## src/hdl/m4vt_pkg.sv

```systemverilog
// Package: shared types, constants and request codes of the 4x4 matrix-vector transform.
`timescale 1ns / 1ps
package m4vt_pkg;

    localparam int DATA_WIDTH_DEF = 32;
    localparam int FRAC_BITS_DEF  = 16;
    localparam int FIELD_W        = 32;
    localparam int MAT_DIM        = 4;
    localparam int MAT_ENTRIES    = MAT_DIM * MAT_DIM;
    localparam int IDX_W          = $clog2(MAT_ENTRIES);

    typedef enum logic [1:0] {
        REQ_WRITE = 2'd0,
        REQ_READ  = 2'd1,
        REQ_XFORM = 2'd2
    } t_req_type;

    typedef enum logic {
        KIND_READ   = 1'b0,
        KIND_VECTOR = 1'b1
    } t_result_kind;

    typedef struct packed {
        t_req_type                   req_type;
        logic [IDX_W-1:0]            elem_index;
        logic signed [FIELD_W-1:0]   elem_value;
        logic signed [FIELD_W-1:0]   vec_x;
        logic signed [FIELD_W-1:0]   vec_y;
        logic signed [FIELD_W-1:0]   vec_z;
        logic signed [FIELD_W-1:0]   vec_w;
    } t_in_item;

    typedef struct packed {
        t_result_kind                result_kind;
        logic signed [FIELD_W-1:0]   out_x;
        logic signed [FIELD_W-1:0]   out_y;
        logic signed [FIELD_W-1:0]   out_z;
        logic signed [FIELD_W-1:0]   out_w;
        logic                        saturated;
    } t_out_item;

endpackage

```

## src/hdl/m4vt_matrix_store.sv

```systemverilog
// Matrix register file: sixteen column-major elements, identity after reset.
`timescale 1ns / 1ps
module m4vt_matrix_store
    import m4vt_pkg::*;
#(
    parameter int DATA_WIDTH = DATA_WIDTH_DEF,
    parameter int FRAC_BITS  = FRAC_BITS_DEF
) (
    input  logic                         i_clk,
    input  logic                         i_rst_n,
    input  logic                         i_we,
    input  logic [IDX_W-1:0]             i_waddr,
    input  logic signed [DATA_WIDTH-1:0] i_wdata,
    output logic signed [DATA_WIDTH-1:0] o_mat [MAT_ENTRIES]
);

    localparam logic signed [DATA_WIDTH-1:0] ONE = DATA_WIDTH'(1) << FRAC_BITS;

    logic signed [DATA_WIDTH-1:0] r_mat [MAT_ENTRIES];

    // Diagonal entries sit every MAT_DIM+1 places in column-major order.
    always_ff @(posedge i_clk) begin
        if (!i_rst_n) begin
            for (int i = 0; i < MAT_ENTRIES; i++) begin
                r_mat[i] <= ((i % (MAT_DIM + 1)) == 0) ? ONE : '0;
            end
        end else if (i_we) begin
            r_mat[i_waddr] <= i_wdata;
        end
    end

    assign o_mat = r_mat;

endmodule

```

## config.mk

```make
export PLATFORM = sky130hd
export DESIGN_NAME = m4vt_matrix_store
export DESIGN_NICKNAME = d
export VERILOG_FILES = /design/src/hdl/m4vt_pkg.sv /design/src/hdl/m4vt_matrix_store.sv
export SDC_FILE = /design/constraint.sdc
export NUM_CORES = 1
export LEC_CHECK = 0
export BUFFER_PORTS_ARGS = -buffer_cell sky130_fd_sc_hd__buf_4
export CORE_AREA = 2 2 217 219
export CTS_BUF_LIST = sky130_fd_sc_hd__clkbuf_8
export CTS_CLUSTER_DIAMETER = 120
export CTS_CLUSTER_SIZE = 16
export DETAILED_ROUTE_END_ITERATION = 8
export DIE_AREA = 0 0 219 221
export HOLD_SLACK_MARGIN = 0.08
export PLACE_DENSITY = 0.66
export SYNTH_ARGS = -nofsm -noshare
export SYNTH_HDL_FRONTEND = slang
export SYNTH_SLANG_ARGS = --single-unit
```

## constraint.sdc

```tcl
create_clock -name i_clk -period 3.6 [get_ports i_clk]
set_input_delay 0.18 -clock i_clk [delete_from_list [all_inputs] [get_ports i_clk]]
set_output_delay 0.18 -clock i_clk [all_outputs]
set_load 0.02 [all_outputs]
```

==> load_flow_metrics.sql <==
INSERT INTO impl_metrics (metric_group, metric, value, unit) VALUES
('setup_path', 'worstPathRequired', '4.10', 'ns'),
('global_route', 'wire_length_of_the_first_global_routing_pass', '86.9', 'mm'),
('global_route', 'antenna_found_initial', '1', ''),
('floorplanning', 'io_pins', '551', ''),
('power', 'vdd.ir_drop.worst', '0.355', 'mV'),
('setup_path', 'top_cell_family_by_delay_on_the_critical_path', 'simple AND/OR/NAND/NOR gates', ''),
('timing', 'rsz_0062_raised_after_global_routing', 'false', ''),
('layout', 'final_cells', '2815', ''),
('global_route', 'largest_net_degree_at_the_start_of_global_routing', '183', ''),
('timing', 'tightestPinTransition', '1.18', 'ns'),
('layout', 'largest_reg_flops', '512', ''),
('cts', 'tritoncts', 'yes', ''),
('timing', 'min_period', '1.52', 'ns'),
('setup_path', 'setup.worst_path.start_class', 'input port', ''),
('timing', 'timing.final.max_slew_violations', '0', ''),
('layout', 'num-fill-cells', '4223', ''),
('setup_path', 'buffers_inverters_on_critical_path', '1', ''),
('setup_path', 'crit_path_cell_trace', 'buf_4 > nand3b_1 > or3_2 > mux2i_1', ''),
('placed_design', 'port_buf_inserts', '550', ''),
('timing', 'finalCritPeriodShare', '42.2', '%'),
('cts', 'clk_pin_slew', '0.10', 'ns'),
('timing', 'tns', '0', 'ns'),
('power', 'power_per_cell_area', '395', 'nW/µm²'),
('timing', 'worst_slew_margin_rel', '21.1', '%'),
('floorplanning', 'die_width', '219', 'µm'),
('layout', 'syn_to_final_growth', '27.5', '%'),
('logic_synthesis', 'synth_fp_nets', '1783', ''),
('cts', 'cts_max_path_buffers', '3', ''),
('route', 'first_iter_violations', '744', ''),
('job', 'cap_violations', '0', ''),
('timing', 'report.final.hold_viol_count', '0', ''),
('timing', 'setup-violations-final', '0', ''),
('worst_hold_path', 'worst_hold_path_type', 'in -> reg', ''),
('layout', 'multi_input_area', '7380', 'µm²'),
('floorplanning', 'chipHeight', '221', 'µm'),
('cts', 'htree_levels', '2', ''),
('layout', 'layout_cells_sized_above_1', '28.3', '%'),
('logic_synthesis', 'avgSynthCellArea', '10.5', 'µm²'),
('placed_design', 'place.detailed.instances', '2775', ''),
('cts', 'postCtsSetupRepairBufs', '0', ''),
('power', 'p_leak', '10.6', 'nW'),
('global_route', 'gr-usage-all-layers', '23.7', '%'),
('floorplanning', 'row_count', '79', ''),
('logic_synthesis', 'yosysSeqAreaShare', '56.2', '%'),
('route', 'drc_errors', '0', ''),
('logic_synthesis', 'synth_cell_type_count', '23', ''),
('logic_synthesis', 'synth-seq-cells', '512', ''),
('logic_synthesis', 'syn_inst', '1744', ''),
('logic_synthesis', 'number_of_flops_mapped_to_enable_cells_by_yosys', '0', ''),
('floorplanning', 'floorplan.initialDensity', '39.6', '%'),
('cts', 'clock_sinks', '512', ''),
('setup_path', 'crit_path_top_delay_cell', 'sky130_fd_sc_hd__or3_2', ''),
('setup_path', 'timing.critical_path.slowest_cell_delay', '0.97', 'ns'),
('global_route', 'total_congestion_overflow', '0', ''),
('layout', 'layout.cells.most_common', 'sky130_fd_sc_hd__buf_4', ''),
('logic_synthesis', 'yosys_warn_count', '0', ''),
('setup_path', 'crit_type', 'in -> reg', ''),
('layout', 'seq_area', '10200', 'µm²'),
('route', 'antenna_violating_nets_post_route', '0', ''),
('cts', 'clk_latency', '0.60', 'ns'),
('route', 'drtPass1Iterations', '6', ''),
('logic_synthesis', 'synth-async-reset-ratio', '0', '%'),
('cts', 'tritoncts.num_buffers', '37', ''),
('logic_synthesis', 'syn-cell-area', '18200', 'µm²'),
('setup_path', 'cp_max_fo', '32', ''),
('setup_path', 'cp.arrival', '2.02', 'ns'),
('route', 'routedWlPerCell', '21.1', 'µm'),
('global_route', 'grt_pass1_vias', '13508', ''),
('route', 'via_per_inst', '4.93', ''),
('timing', 'achievable-frequency', '658', 'MHz'),
('logic_synthesis', 'ys.flop_type', 'sky130_fd_sc_hd__dfxtp_1', ''),
('route', 'detailroute.via_count', '13885', ''),
('placed_design', 'place.gp.congestion', '0.789', ''),
('placed_design', 'place.detailed.hpwl', '40.4', 'mm'),
('layout', 'design.final.nets', '2248', ''),
('cts', 'clk_root_buffer_cell', 'sky130_fd_sc_hd__clkbuf_8', ''),
('outcome', 'outcome', 'finished clean', ''),
('timing', 'finalClockSkew', '0', 'ns'),
('layout', 'commonest_cells_after_routing_fill_and_taps_aside', '569 x sky130_fd_sc_hd__buf_4, 542 x sky130_fd_sc_hd__nand2_1, 512 x sky130_fd_sc_hd__dfxtp_1, 508 x sky130_fd_sc_hd__mux2i_1, 37 x sky130_fd_sc_hd__clkbuf_8', ''),
('route', 'routed_wirelength', '59.3', 'mm'),
('floorplanning', 'core_region_area', '46100', 'µm²'),
('setup_path', 'endpoint_kind', 'flop', ''),
('floorplanning', 'design.die.area', '48400', 'µm²');
## cell usage after synthesis, types with 2 or more instances
library cell	number	share of area (%)
sky130_fd_sc_hd__buf_2	39	1.1
sky130_fd_sc_hd__buf_4	6	0.25
sky130_fd_sc_hd__buf_6	6	0.37
sky130_fd_sc_hd__clkbuf_1	96	2.0
sky130_fd_sc_hd__dfxtp_1	512	56
sky130_fd_sc_hd__inv_1	2	0.041
sky130_fd_sc_hd__mux2i_1	508	28
sky130_fd_sc_hd__nand2_1	542	11
sky130_fd_sc_hd__nand2b_1	2	0.069
sky130_fd_sc_hd__nand3_1	2	0.055
sky130_fd_sc_hd__nand3b_1	2	0.082
sky130_fd_sc_hd__nor2_1	9	0.19
sky130_fd_sc_hd__o211ai_1	2	0.082
sky130_fd_sc_hd__o21ai_0	3	0.082
sky130_fd_sc_hd__o311ai_0	2	0.096
sky130_fd_sc_hd__or2_1	2	0.069
sky130_fd_sc_hd__or3_1	3	0.10
## cell families after synthesis
group,synth area share [%]
AOI/OAI and AO/OA,0.261
buffers and inverters,3.73
DFF,56.2
muxes,27.9
and+or+nand+nor,11.9
## layout make-up
class	count	share of cell area, %
Sequential cell	512	44.1
Multi-Input combinational cell	1082	31.7
Timing Repair Buffer	574	18.7
Tap cell	607	3.27
Clock buffer	37	2.19
Inverter	2	0.0323
Antenna cell	1	0.0108
## stage by stage
stage / setup WS (ns) / power [mW] / hold slack (ns) / util (%) / area, µm²
after detailed placement: 1.47 / 6.59 / 0.447 / 49.3 / 22700
final: 2.08 / 9.18 / 0.112 / 50.5 / 23300
after global placement: 1.53 / 6.58 / 0.442 / 49.3 / 22700
after floorplan: 2.23 / 6.28 / 0.342 / - / 18200
after CTS: 2.15 / 9.29 / 0.0839 / 50.5 / 23200
after global routing: 1.95 / 9.53 / 0.138 / 50.5 / 23300
## power breakdown
| part | switching (mW) | internal (mW) |
|---|---|---|
| clock | 1.79 | 0.931 |
| sequential | 0.0408 | 5.73 |
| combinational | 0.469 | 0.212 |
| total | 2.30 | 6.88 |
## metal layers
| layer | up-vias | GRT usage (%) | wire length (µm) |
|---|---|---|---|
| met2 | 421 | 41.5 | 29500 |
| li1 | 6600 | - | - |
| met1 | 6760 | 27.5 | 23600 |
| met3 | 104 | 5.92 | 4020 |
| met4 | 0 | 9.05 | 2150 |
| met5 | - | 0 | 0 |
## repair_timing
action / 4_1_cts / 5_1_grt
resized for setup: 0 / 0
endpoints found under the setup margin: 0 / 0
hold buffers: 2 / 0
hold endpoints to repair: 4 / 0
## worst paths after layout
check	to	slack, ns	startpoint	cells past startpoint
max	o_mat[230]	2.08	i_waddr[2]	4
min	o_mat[205]	0.11	i_rst_n	3
max reg2reg	o_mat[336]	2.85	o_mat[336]	2
min reg2reg	o_mat[160]	0.46	o_mat[160]	2
## tightest hold or removal path, stage by stage
cell and delay (ns):
sky130_fd_sc_hd__buf_8 0.29, sky130_fd_sc_hd__nand2_1 0.15, sky130_fd_sc_hd__mux2i_1 0.05
Power figures use the tool's default switching activity.
